==> src/rtl/accessory_id_detector_assert.svh <==
// Assertion macros for the accessory ID detector.
// Each macro expects clk and rst_n to be visible at the point of use.
`ifndef ACCESSORY_ID_DETECTOR_ASSERT_SVH
`define ACCESSORY_ID_DETECTOR_ASSERT_SVH

`ifndef SYNTHESIS

`define ACC_ID_ASSERT(label, prop) \
    label: assert property (@(posedge clk) disable iff (!rst_n) prop) \
        else $error("accessory_id_detector: assertion failed");

`define ACC_ID_ASSERT_NEVER(label, cond) \
    label: assert property (@(posedge clk) disable iff (!rst_n) !(cond)) \
        else $error("accessory_id_detector: forbidden condition seen");

`else

`define ACC_ID_ASSERT(label, prop)

`define ACC_ID_ASSERT_NEVER(label, cond)

`endif

`endif

==> src/rtl/acc_id_pkg.sv <==
package acc_id_pkg;

    localparam int SAMPLES     = 5;
    localparam int DIVISOR     = SAMPLES - 2;
    localparam int ADC_W       = 12;
    localparam int ADC_MAX     = (1 << ADC_W) - 1;
    localparam int CNT_W       = $clog2(SAMPLES);
    localparam int SUM_W       = $clog2(SAMPLES * ADC_MAX + 1);
    localparam int TRIM_W      = $clog2(DIVISOR * ADC_MAX + 1);
    localparam int RECIP_SHIFT = TRIM_W + $clog2(DIVISOR);
    localparam int RECIP_W     = TRIM_W + 1;
    localparam int RECIP       = ((1 << RECIP_SHIFT) + DIVISOR - 1) / DIVISOR;
    localparam int PROD_W      = TRIM_W + RECIP_W;

    // Classification windows, all exclusive at both ends
    localparam logic [12:0] OTG_LO   = 13'd2600;
    localparam logic [12:0] OTG_HI   = 13'd2800;
    localparam logic [12:0] LOUT1_LO = 13'd1100;
    localparam logic [12:0] LOUT1_HI = 13'd1300;
    localparam logic [12:0] LOUT2_LO = 13'd3000;
    localparam logic [12:0] LOUT2_HI = 13'd4100;
    localparam logic [12:0] LOUT3_LO = 13'd1600;
    localparam logic [12:0] LOUT3_HI = 13'd2300;
    localparam logic [12:0] CAR_LO   = 13'd1300;
    localparam logic [12:0] CAR_HI   = 13'd1500;

    localparam logic       KIND_LEVEL  = 1'b0;
    localparam logic       KIND_SAMPLE = 1'b1;
    localparam logic       EVT_ONLINE  = 1'b0;
    localparam logic       EVT_OFFLINE = 1'b1;
    localparam logic [2:0] ACC_UNKNOWN = 3'd4;

    typedef enum logic [1:0] {
        LVL_LOW     = 2'd0,
        LVL_HIGH    = 2'd1,
        LVL_UNKNOWN = 2'd2
    } level_t;

    typedef enum logic [1:0] {
        TYPE_NONE     = 2'd0,
        TYPE_OTG      = 2'd1,
        TYPE_LINEOUT  = 2'd2,
        TYPE_CARMOUNT = 2'd3
    } acc_type_t;

    typedef enum logic [1:0] {
        SW_KEEP = 2'd0,
        SW_ON   = 2'd1,
        SW_OFF  = 2'd2
    } sw_cmd_t;

    typedef struct packed {
        logic arm;
        logic abort;
        logic take;
    } cap_ctrl_t;

    typedef struct packed {
        logic             done;
        logic [ADC_W-1:0] mean;
    } cap_stat_t;

    typedef struct packed {
        logic      hit;
        logic      zero;
        acc_type_t acc_type;
    } class_t;

endpackage

==> src/rtl/acc_id_capture.sv <==
module acc_id_capture (
    input  logic                  clk,
    input  logic                  rst_n,
    input  acc_id_pkg::cap_ctrl_t ctrl,
    input  logic [11:0]           adc_sample,
    output acc_id_pkg::cap_stat_t stat
);
    import acc_id_pkg::*;

    logic              capturing_reg;
    logic              capturing_next;
    logic [CNT_W-1:0]  count_reg;
    logic [CNT_W-1:0]  count_next;
    logic [SUM_W-1:0]  sum_reg;
    logic [SUM_W-1:0]  sum_next;
    logic [ADC_W-1:0]  min_reg;
    logic [ADC_W-1:0]  min_next;
    logic [ADC_W-1:0]  max_reg;
    logic [ADC_W-1:0]  max_next;
    logic              first;
    logic              last;
    logic              take;
    logic [TRIM_W-1:0] trimmed;
    logic [PROD_W-1:0] product;

    assign first = (count_reg == '0);
    assign last  = (count_reg == CNT_W'(SAMPLES - 1));
    assign take  = ctrl.take && capturing_reg;

    // First sample of a run seeds sum, minimum and maximum
    assign sum_next = first ? SUM_W'(adc_sample) : sum_reg + SUM_W'(adc_sample);
    assign min_next = (first || adc_sample < min_reg) ? adc_sample : min_reg;
    assign max_next = (first || adc_sample > max_reg) ? adc_sample : max_reg;

    // Divide by the trimmed count through a rounded-up reciprocal
    assign trimmed = TRIM_W'(sum_next - SUM_W'(min_next) - SUM_W'(max_next));
    assign product = PROD_W'(trimmed) * PROD_W'(RECIP);

    assign stat.done = take && last;
    assign stat.mean = product[RECIP_SHIFT +: ADC_W];

    always_comb
    begin
        capturing_next = capturing_reg;
        count_next     = count_reg;
        if (ctrl.arm)
        begin
            capturing_next = 1'b1;
            count_next     = '0;
        end
        else if (ctrl.abort)
        begin
            capturing_next = 1'b0;
            count_next     = '0;
        end
        else if (take)
        begin
            if (last)
            begin
                capturing_next = 1'b0;
                count_next     = '0;
            end
            else
            begin
                count_next = count_reg + CNT_W'(1);
            end
        end
    end

    always_ff @(posedge clk or negedge rst_n)
    begin
        if (!rst_n)
        begin
            capturing_reg <= 1'b0;
            count_reg     <= '0;
        end
        else
        begin
            capturing_reg <= capturing_next;
            count_reg     <= count_next;
        end
    end

    always_ff @(posedge clk)
    begin
        if (take)
        begin
            sum_reg <= sum_next;
            min_reg <= min_next;
            max_reg <= max_next;
        end
    end

endmodule

==> src/rtl/acc_id_class.sv <==
module acc_id_class (
    input  logic [11:0]        mean,
    output acc_id_pkg::class_t cls
);
    import acc_id_pkg::*;

    logic [12:0] m;
    logic        in_otg;
    logic        in_lout;
    logic        in_car;

    assign m = {1'b0, mean};

    assign in_otg  = (m > OTG_LO) && (m < OTG_HI);
    assign in_lout = ((m > LOUT1_LO) && (m < LOUT1_HI))
                  || ((m > LOUT2_LO) && (m < LOUT2_HI))
                  || ((m > LOUT3_LO) && (m < LOUT3_HI));
    assign in_car  = (m > CAR_LO) && (m < CAR_HI);

    always_comb
    begin
        cls.zero     = (mean == '0);
        cls.hit      = in_otg || in_lout || in_car;
        cls.acc_type = TYPE_NONE;
        if (in_otg)
            cls.acc_type = TYPE_OTG;
        else if (in_lout)
            cls.acc_type = TYPE_LINEOUT;
        else if (in_car)
            cls.acc_type = TYPE_CARMOUNT;
    end

endmodule

==> src/rtl/accessory_id_detector.sv <==
// Accessory ID detector for a connector ID line.
// Request channel (item_valid / item_stall): kind selects an ID-pin level
// event (id_level) or an ADC sample (adc_sample). A request is taken at a
// clock edge with item_valid high and item_stall low.
// Result channel (result_valid / result_stall): at most one result per
// request: attach or detach, accessory code, trimmed-mean level and the
// OTG, line-out and car-dock commands. Requests that cause no result
// (repeated level, stray sample, out-of-window mean) are dropped silently.
// A result is offered once its request has passed the input register and
// then the result register. Throughput: one request per cycle while
// item_stall is low; all work for a request is one pass from the input
// register through the capture datapath, the reciprocal multiply and the
// window compares.
// While result_stall holds a waiting result, the input register keeps its
// request and item_stall rises; a request with no result still waits for
// the result register to be free.
// Reset clears the stored accessory, marks the pin level unknown and
// abandons any capture; both channels come up empty.
module accessory_id_detector (
    input  logic        clk,
    input  logic        rst_n,
    input  logic        item_valid,
    output logic        item_stall,
    input  logic        kind,
    input  logic        id_level,
    input  logic [11:0] adc_sample,
    output logic        result_valid,
    input  logic        result_stall,
    output logic        event_res,
    output logic [2:0]  accessory,
    output logic [11:0] measured_level,
    output logic [1:0]  otg_change,
    output logic [1:0]  line_out_switch,
    output logic        car_dock
);
    import acc_id_pkg::*;

    `include "accessory_id_detector_assert.svh"

    logic        in_valid_reg;
    logic        in_valid_next;
    logic        in_kind_reg;
    logic        in_level_reg;
    logic [11:0] in_sample_reg;
    level_t      last_level_reg;
    level_t      last_level_next;
    acc_type_t   type_reg;
    acc_type_t   type_next;

    logic        res_valid_reg;
    logic        res_valid_next;
    logic        res_event_reg;
    logic [2:0]  res_acc_reg;
    logic [11:0] res_level_reg;
    logic [1:0]  res_otg_reg;
    logic [1:0]  res_lout_reg;
    logic        res_car_reg;

    logic        advance;
    logic        fire;
    logic        accept;
    level_t      item_lvl;
    logic        level_new;
    logic        detach;
    logic        attach;
    logic        has_result;
    cap_ctrl_t   cap_ctrl;
    cap_stat_t   cap_stat;
    class_t      cls;

    logic        out_event;
    logic [2:0]  out_acc;
    logic [11:0] out_level;
    sw_cmd_t     out_otg;
    sw_cmd_t     out_lout;
    logic        out_car;

    assign advance    = !res_valid_reg || !result_stall;
    assign fire       = in_valid_reg && advance;
    assign item_stall = in_valid_reg && !advance;
    assign accept     = item_valid && !item_stall;

    assign item_lvl  = in_level_reg ? LVL_HIGH : LVL_LOW;
    assign level_new = (in_kind_reg == KIND_LEVEL) && (last_level_reg != item_lvl);

    assign cap_ctrl.arm   = fire && level_new && !in_level_reg;
    assign cap_ctrl.abort = fire && level_new && in_level_reg;
    assign cap_ctrl.take  = fire && (in_kind_reg == KIND_SAMPLE);

    acc_id_capture u_capture (
        .clk        (clk),
        .rst_n      (rst_n),
        .ctrl       (cap_ctrl),
        .adc_sample (in_sample_reg),
        .stat       (cap_stat)
    );

    acc_id_class u_class (
        .mean (cap_stat.mean),
        .cls  (cls)
    );

    // A zero mean counts as a detach
    assign detach     = cap_ctrl.abort || (cap_stat.done && cls.zero);
    assign attach     = cap_stat.done && cls.hit;
    assign has_result = detach || attach;

    always_comb
    begin
        type_next       = type_reg;
        last_level_next = last_level_reg;
        if (fire && level_new)
            last_level_next = item_lvl;

        if (detach)
        begin
            out_event = EVT_OFFLINE;
            out_acc   = (type_reg == TYPE_NONE) ? ACC_UNKNOWN : {1'b0, type_reg};
            out_level = '0;
            out_otg   = (type_reg == TYPE_OTG) ? SW_OFF : SW_KEEP;
            out_lout  = (type_reg == TYPE_LINEOUT) ? SW_OFF : SW_KEEP;
            out_car   = 1'b0;
            type_next = TYPE_NONE;
        end
        else
        begin
            out_event = EVT_ONLINE;
            out_acc   = {1'b0, cls.acc_type};
            out_level = cap_stat.mean;
            out_otg   = (cls.acc_type == TYPE_OTG) ? SW_ON : SW_KEEP;
            out_lout  = (cls.acc_type == TYPE_LINEOUT) ? SW_ON : SW_KEEP;
            out_car   = (cls.acc_type == TYPE_CARMOUNT);
            if (attach)
                type_next = cls.acc_type;
        end
    end

    always_comb
    begin
        if (accept)
            in_valid_next = 1'b1;
        else if (advance)
            in_valid_next = 1'b0;
        else
            in_valid_next = in_valid_reg;

        res_valid_next = advance ? has_result : res_valid_reg;
    end

    always_ff @(posedge clk or negedge rst_n)
    begin
        if (!rst_n)
        begin
            in_valid_reg   <= 1'b0;
            res_valid_reg  <= 1'b0;
            last_level_reg <= LVL_UNKNOWN;
            type_reg       <= TYPE_NONE;
        end
        else
        begin
            in_valid_reg   <= in_valid_next;
            res_valid_reg  <= res_valid_next;
            last_level_reg <= last_level_next;
            type_reg       <= type_next;
        end
    end

    always_ff @(posedge clk)
    begin
        if (accept)
        begin
            in_kind_reg   <= kind;
            in_level_reg  <= id_level;
            in_sample_reg <= adc_sample;
        end
        if (has_result)
        begin
            res_event_reg <= out_event;
            res_acc_reg   <= out_acc;
            res_level_reg <= out_level;
            res_otg_reg   <= out_otg;
            res_lout_reg  <= out_lout;
            res_car_reg   <= out_car;
        end
    end

    assign result_valid    = res_valid_reg;
    assign event_res       = res_event_reg;
    assign accessory       = res_acc_reg;
    assign measured_level  = res_level_reg;
    assign otg_change      = res_otg_reg;
    assign line_out_switch = res_lout_reg;
    assign car_dock        = res_car_reg;

    `ACC_ID_ASSERT(a_detach_fields,
        (res_valid_reg && res_event_reg == EVT_OFFLINE)
        |-> (res_level_reg == '0 && !res_car_reg))
    `ACC_ID_ASSERT(a_attach_otg,
        (res_valid_reg && res_event_reg == EVT_ONLINE)
        |-> ((res_otg_reg == SW_ON) == (res_acc_reg == {1'b0, TYPE_OTG})))
    `ACC_ID_ASSERT(a_attach_stored,
        (res_valid_reg && res_event_reg == EVT_ONLINE)
        |-> (res_acc_reg == {1'b0, type_reg}))
    `ACC_ID_ASSERT_NEVER(a_single_off,
        res_valid_reg && res_otg_reg == SW_OFF && res_lout_reg == SW_OFF)

endmodule

==> config.mk <==
export PLATFORM = sky130hd
export DESIGN_NAME = accessory_id_detector
export DESIGN_NICKNAME = d
export VERILOG_FILES = /design/src/rtl/acc_id_pkg.sv /design/src/rtl/acc_id_capture.sv /design/src/rtl/acc_id_class.sv /design/src/rtl/accessory_id_detector.sv
export VERILOG_INCLUDE_DIRS = /design/src /design/src/rtl
export SDC_FILE = /design/constraint.sdc
export NUM_CORES = 1
export LEC_CHECK = 0
export ABC_AREA = 1
export BUFFER_PORTS_ARGS = -buffer_cell sky130_fd_sc_hd__buf_2
export CAP_MARGIN = 20
export CORE_UTILIZATION = 50
export CTS_CLUSTER_DIAMETER = 40
export DETAILED_ROUTE_END_ITERATION = 12
export PLACE_DENSITY = 0.74
export SLEW_MARGIN = 20
export SYNTH_ARGS = -nofsm -noshare
export SYNTH_HDL_FRONTEND = slang
export SYNTH_SLANG_ARGS = --single-unit
==> constraint.sdc <==
create_clock -name clk -period 28 [get_ports clk]
set_clock_uncertainty 0.15 [all_clocks]
set_input_delay 2.8 -clock clk [delete_from_list [all_inputs] [get_ports clk]]
set_output_delay 2.8 -clock clk [all_outputs]
set_load 0.03 [all_outputs]
# Word-level counts from Yosys, hierarchy flattened
# Cells that the tools add are included.
totals:
  regBits: 84
  latch_bits: 0
  mem_bits_rw: 0
  mem_bits_ro: 0
  input_bits: 18
  n_memories: 0
op_classes:
  add_sub_neg: 4
  n_mul: 1
  div: 0
  n_lt_le_gt_ge: 12
  eq_ne: 7
  shifts: 0
  mux: 28
  bitwise_logic: 1
  reduce_logical: 39
op_table:
  columns: ["cell", "n"]
  rows:
  - ["greater-than comparator 12 x 11 -> 1 bit (second input constant)", 3]
  - ["subtractor 14 x 12 -> 14 bit", 2]
  - ["multiplier 14 x 14 -> 27 bit (second input constant)", 1]
  - ["greater-than comparator 12 bit (second input constant)", 2]
  - ["< comparator 12 x 11 -> 1 bit (second input constant)", 2]
  - ["< comparator 12 bit (second input constant)", 2]
  - ["two-way mux 12 bit", 2]
  - ["two-way mux 2 bit", 10]
  - ["logical AND 1 bit", 17]
  - ["adder 15 x 12 -> 15 bit", 1]
  - ["two-way mux 15 bit", 1]
  - ["two-way mux 3 bit", 5]
  - ["< comparator 12 x 13 -> 1 bit (second input constant)", 1]
  - ["greater-than comparator 12 bit", 1]
  - ["logical NOT 12 bit", 1]
  - ["< comparator 12 bit", 1]
  - ["two-way mux 1 bit", 10]
  - ["logical OR 1 bit", 9]
  - ["== test 2 bit (second input constant)", 3]
  - ["nonzero test 3 bit", 2]
  - ["logical NOT 1 bit", 5]
  - ["== test 2 x 1 -> 1 bit (second input constant)", 2]
  - ["nonzero test 2 bit", 2]
  - ["adder 3 x 1 -> 3 bit (second input constant)", 1]
  - ["other kinds (6)", 6]

# Depth between registers and ports, before layout
depth:
  depth_word: 15
  mapped_depth: 60
  depth_no_buf: 59

# Cells and area by module
# From an unflattened synthesis, not the netlist that was laid out.
unflattened:
  cells_unflattened: 1178
  area_unflattened_um2: 9598.0
by_module_without_submodules:
  columns: ["mod", "n_inst", "cells_per_inst", "area_each_um2", "seq_area_each_um2"]
  rows:
  - ["acc_id_capture", 1, 978, 7656.1, 1241.2]
  - ["accessory_id_detector", 1, 116, 1574.0, 1202.4]
  - ["acc_id_class", 1, 84, 367.9, 0.0]

# Worst setup path after synthesis
# OpenSTA, ideal clock, no wires.
synth_path:
  kind: "register to register"
  startpoint: "register in_sample_reg[1]"
  endpoint: "register res_acc_reg[0], in the netlist accessory[0] (enable)"
  t_arrival_ns: 9.369
  t_required_ns: 27.472
  slack_ns: 18.104
  path_stages_with_launch: 52
  synth_period_minus_slack_ns: 9.896
  cell_sequence: "edfxtp_1 > ha_1 > a21oi_1 > nor2_1 > a211oi_1 > o221ai_1 > a21o_1 > a21oi_1 > o21ai_0 > nand2_1 > clkbuf_1 > nand2_1 > o21ai_0 > fa_1 > ha_1 > inv_1 > o31ai_1 > nand2_1 > [... 16 more ...] > fa_1 > inv_1 > ha_1 > nand2_1 > inv_1 > a21oi_1 > nand2_1 > nand2_1 > nand3_1 > a21oi_1 > inv_1 > nand3_1 > nand2_4 > nor3_1 > nand3_1 > nand4_1 > nand2_2 > nand2_1"
synth_via:
  elab_chain_cells: 14
synth_lines:
  columns: ["element", "line", "rtl"]
  rows:
  - ["start, declared", "accessory_id_detector.sv:44", "logic [11:0] in_sample_reg;"]
  - ["start signal, assigned", "accessory_id_detector.sv:174", "in_sample_reg <= adc_sample;"]
  - ["< comparator 12 bit", "acc_id_capture.sv:32", "assign min_next = (first || adc_sample < min_reg) ? adc_sample : min_reg;"]
  - ["logical OR 1 bit", "acc_id_capture.sv:32", null]
  - ["two-way mux 12 bit", "acc_id_capture.sv:32", null]
  - ["subtractor 14 x 12 -> 14 bit", "acc_id_capture.sv:36", "assign trimmed = TRIM_W'(sum_next - SUM_W'(min_next) - SUM_W'(max_next));"]
  - ["subtractor 14 x 12 -> 14 bit *", "acc_id_capture.sv:36", null]
  - ["multiplier 14 x 14 -> 27 bit *", "acc_id_capture.sv:37", "assign product = PROD_W'(trimmed) * PROD_W'(RECIP);"]
  - ["< comparator 12 x 13 -> 1 bit, or another cell as far along", "acc_id_class.sv:16", "|| ((m > LOUT2_LO) && (m < LOUT2_HI))"]
  - ["logical AND 1 bit (on tied branches)", "acc_id_class.sv:16, acc_id_class.sv:15", null]
  - ["logical OR 1 bit", "acc_id_class.sv:16", null]
  - ["logical OR 1 bit", "acc_id_class.sv:17", "|| ((m > LOUT3_LO) && (m < LOUT3_HI));"]
  - ["logical OR 1 bit (2 in a row)", "acc_id_class.sv:23", "cls.hit = in_otg || in_lout || in_car;"]
  - ["logical AND 1 bit", "accessory_id_detector.sv:105", "assign attach = cap_stat.done && cls.hit;"]
  - ["logical OR 1 bit *", "accessory_id_detector.sv:106", "assign has_result = detach || attach;"]
  - ["named net has_result", "accessory_id_detector.sv:66", "logic has_result;"]
  - ["end signal, assigned", "accessory_id_detector.sv:179", "res_acc_reg <= out_acc;"]
  - ["end, declared", "accessory_id_detector.sv:53", "logic [2:0] res_acc_reg;"]
# Mark *: on every way through the listed nets, which the timed path passes. The rest lies on a longest branch.
# A chain may end at the register's enable or synchronous reset.

# Worst setup path after layout
layout_path:
  startpoint: "register in_sample_reg[1]"
  endpoint: "register res_level_reg[6], in the netlist measured_level[6] (enable)"
layout_via:
  elab_chain_cells: 14
layout_lines:
  columns: ["element", "line", "rtl"]
  rows:
  - ["< comparator 12 bit", "acc_id_capture.sv:32", null]
  - ["logical OR 1 bit", "acc_id_capture.sv:32", null]
  - ["two-way mux 12 bit", "acc_id_capture.sv:32", null]
  - ["subtractor 14 x 12 -> 14 bit", "acc_id_capture.sv:36", null]
  - ["subtractor 14 x 12 -> 14 bit *", "acc_id_capture.sv:36", null]
  - ["multiplier 14 x 14 -> 27 bit *", "acc_id_capture.sv:37", null]
  - ["< comparator 12 x 13 -> 1 bit, or another cell as far along", "acc_id_class.sv:16", null]
  - ["logical AND 1 bit (on tied branches)", "acc_id_class.sv:16, acc_id_class.sv:15", null]
  - ["logical OR 1 bit", "acc_id_class.sv:16", null]
  - ["logical OR 1 bit", "acc_id_class.sv:17", null]
  - ["logical OR 1 bit (2 in a row)", "acc_id_class.sv:23", null]
  - ["logical AND 1 bit", "accessory_id_detector.sv:105", null]
  - ["logical OR 1 bit *", "accessory_id_detector.sv:106", null]
  - ["named net has_result", "accessory_id_detector.sv:66", null]
  - ["end signal, assigned", "accessory_id_detector.sv:180", "res_level_reg <= out_level;"]
  - ["end, declared", "accessory_id_detector.sv:54", "logic [11:0] res_level_reg;"]
# Marks and branches as above.

==> metrics.cfg <==
[synth]
syn_area_sq_um=9720
ys_warn_count=0
synth.largest_area_cell=edfxtp_1
synth.net_count=1444
synthDistinctLibCells=44
yosys.area.top_type_share_pct=22.6
avgSynthCellArea_sq_um=7.97
synth_area_leaders=edfxtp_1 23%, ha_1 18%, fa_1 13%
synthCells=1220
synth_seq_cells=83
yosysSeqAreaShare_pct=25.1
yosys_most_used_dff=edfxtp_1
synth-async-reset-ratio_pct=12.0
synth-edff-count=73

[flow_run]
drv_cap=0

[drt]
via_per_inst=5.09
drt-initial-drc-count=548
dr.pass1.iters=6
final_antenna_net_count=0
route.detailed.drc=0
wl_mm=21.9
vias=7788
wl_per_cell_um=14.3

[global_routing]
grt_pass1_wl_mm=36.8
globalRouteMet3Util_pct=2.46
use_met2_pct=40.3
grt_usage_pct=23.5
antenna_found_initial=0
busiest_layer=met2
use_met1_pct=31.4
grt-ovfl-total=0
grt_pass1_vias=7689
grt_max_degree=42

[layout]
layout_common_cells=279 x nand2_1, 277 x inv_1, 143 x ha_1, 73 x edfxtp_1, 72 x nor2_1
layout-drive-gt1-share_pct=8.75
diodes=0
fin_nets=1488
largest_reg_flops=14
area_delta_synth_final_pct=8.01
final_common_cell=nand2_1

[critical_path]
rr_worst_depth=47
cp_num_buf_inv=8
critPathLaunchType=register
crit_family=adder cells
startpoint=in_sample_reg[1]
cp_max_fo=24
cp_slowest_cell=nand2_1
worst_ep_arrival_time_ns=11.59
reg2reg_from=in_sample_reg[1]
criticalPathCategory=reg2reg
worstSetupEndpointType=register
required_ns=27.74
crit_path_max_incr_delay_ns=0.68
crit_cells=47

[timing]
final.period_utilization_pct=42.3
slew_headroom_pct=41.2
setup_viol=0
tightest_slew_ns=0.880
rsz0062_at_grt=no
fin_ws_ns=16.15
timing.final.max_slew_violations=0
hold_viol=0
fmax_mhz=84.4
layout_min_cycle_time_ns=11.85
finalSetupTns_ns=0

[clocking]
clk_path_buf_depth=2
path_clk_slew_ns=0.07
cts_buffers=9
cts_resized=0
clock-sinks=83
htreeDepth=3
cts_tree=built
cts_hold_buf=0
post_cts_buffers=0
cts_root_buf=clkbuf_16
clkLatencyLatePin_ns=0.35

[placement]
post-place-ws_ns=16.34
portBuffers=40
finalWeightedCongestion=0.928
hpwl_mm=18.3

[floorplanning]
core_area_sq_um=18900
rows=50
die-area_sq_um=20000
initial_utilization_pct=51.4
die_w_um=141
io_pins=41
die_h_um=141

[status]
outcome=finished, final reports clean

[min_path]
min_path_type=reg2reg
worstHoldStart=last_level_reg[1]
holdPathStages=2

==> cell type report <==
cell class	count	area, sq um
clock inverter	7	65.1
tap	260	325
timing repair buffer	41	208
sequential	83	2440
multi-input combinational	841	6150
clock buffer	9	225
fill	1785	8400
inverter	288	1080
==> tightest hold or removal path: cells and delay by family (launching register included) <==
kind | cells | cell delay [ns]
flops | 1 | 0.37
simple gates | 1 | 0.05
buf+inv | 1 | 0.04
==> path summary, 6_finish.rpt <==
kind	endpoint	slack (ns)
worst max-delay path	measured_level[6]	16.15
worst min-delay path	last_level_reg[1]	0.31
worst max register to register	measured_level[6]	16.15
worst min register to register	last_level_reg[1]	0.31
max in group asynchronous	last_level_reg[1]	25.29
min in group asynchronous	type_reg[0]	2.15
==> synthesized netlist by cell type, types with 2 or more instances <==
cell and instances:
a211oi_1 2, a21o_1 4, a21oi_1 56, a31oi_1 2, buf_6 2, clkbuf_1 6
dfrtp_1 9, edfxtp_1 73, fa_1 63, ha_1 143, inv_1 277, inv_2 10
nand2_1 279, nand2_2 16, nand3_1 48, nand3_2 4, nand3b_1 5, nand4_1 18
nor2_1 72, nor2_2 7, nor3_1 10, nor3_2 4, o21a_1 3, o21ai_0 48
o21ai_1 3, o21bai_1 8, o31ai_1 3, or2_2 4, xnor2_1 9, xor2_1 17
xor2_4 2
==> kinds of logic after synthesis <==
family                     Yosys count  share of synthesized area (%)
and+or+nand+nor                    471                           21.2
buffers and inverters              296                           11.6
adders and majority gates          206                           31.4
AOI/OAI and AO/OA                  136                           7.80
DFF                                 83                           25.1
xor gates and xnor gates            28                           2.91
==> metrics by stage <==
| step | hold WS, ns | utilization [%] | cells | area [sq um] |
|---|---|---|---|---|
| 2_1_floorplan | 0.282 | - | 1220 | 9720 |
| 3_3_place_gp | 0.294 | 54.0 | 1513 | 10200 |
| 3_5_place_dp | 0.297 | 54.0 | 1513 | 10200 |
| 4_1_cts | 0.309 | 55.6 | 1529 | 10500 |
| 5_1_grt | 0.340 | 55.6 | 1529 | 10500 |
| 6_report | 0.307 | 55.6 | 1529 | 10500 |
==> routing by layer <==
| metal | vias up | wire length, um | part of all wire (%) |
|---|---|---|---|
| met5 | - | 0 | 0 |
| met2 | 164 | 10400 | 47 |
| li1 | 3962 | - | - |
| met3 | 33 | 826 | 3.8 |
| met1 | 3629 | 10300 | 47 |
| met4 | 0 | 427 | 1.9 |
Power is not shown: default switching activity piles up to over one toggle a cycle in this logic, so the estimate is an artifact.
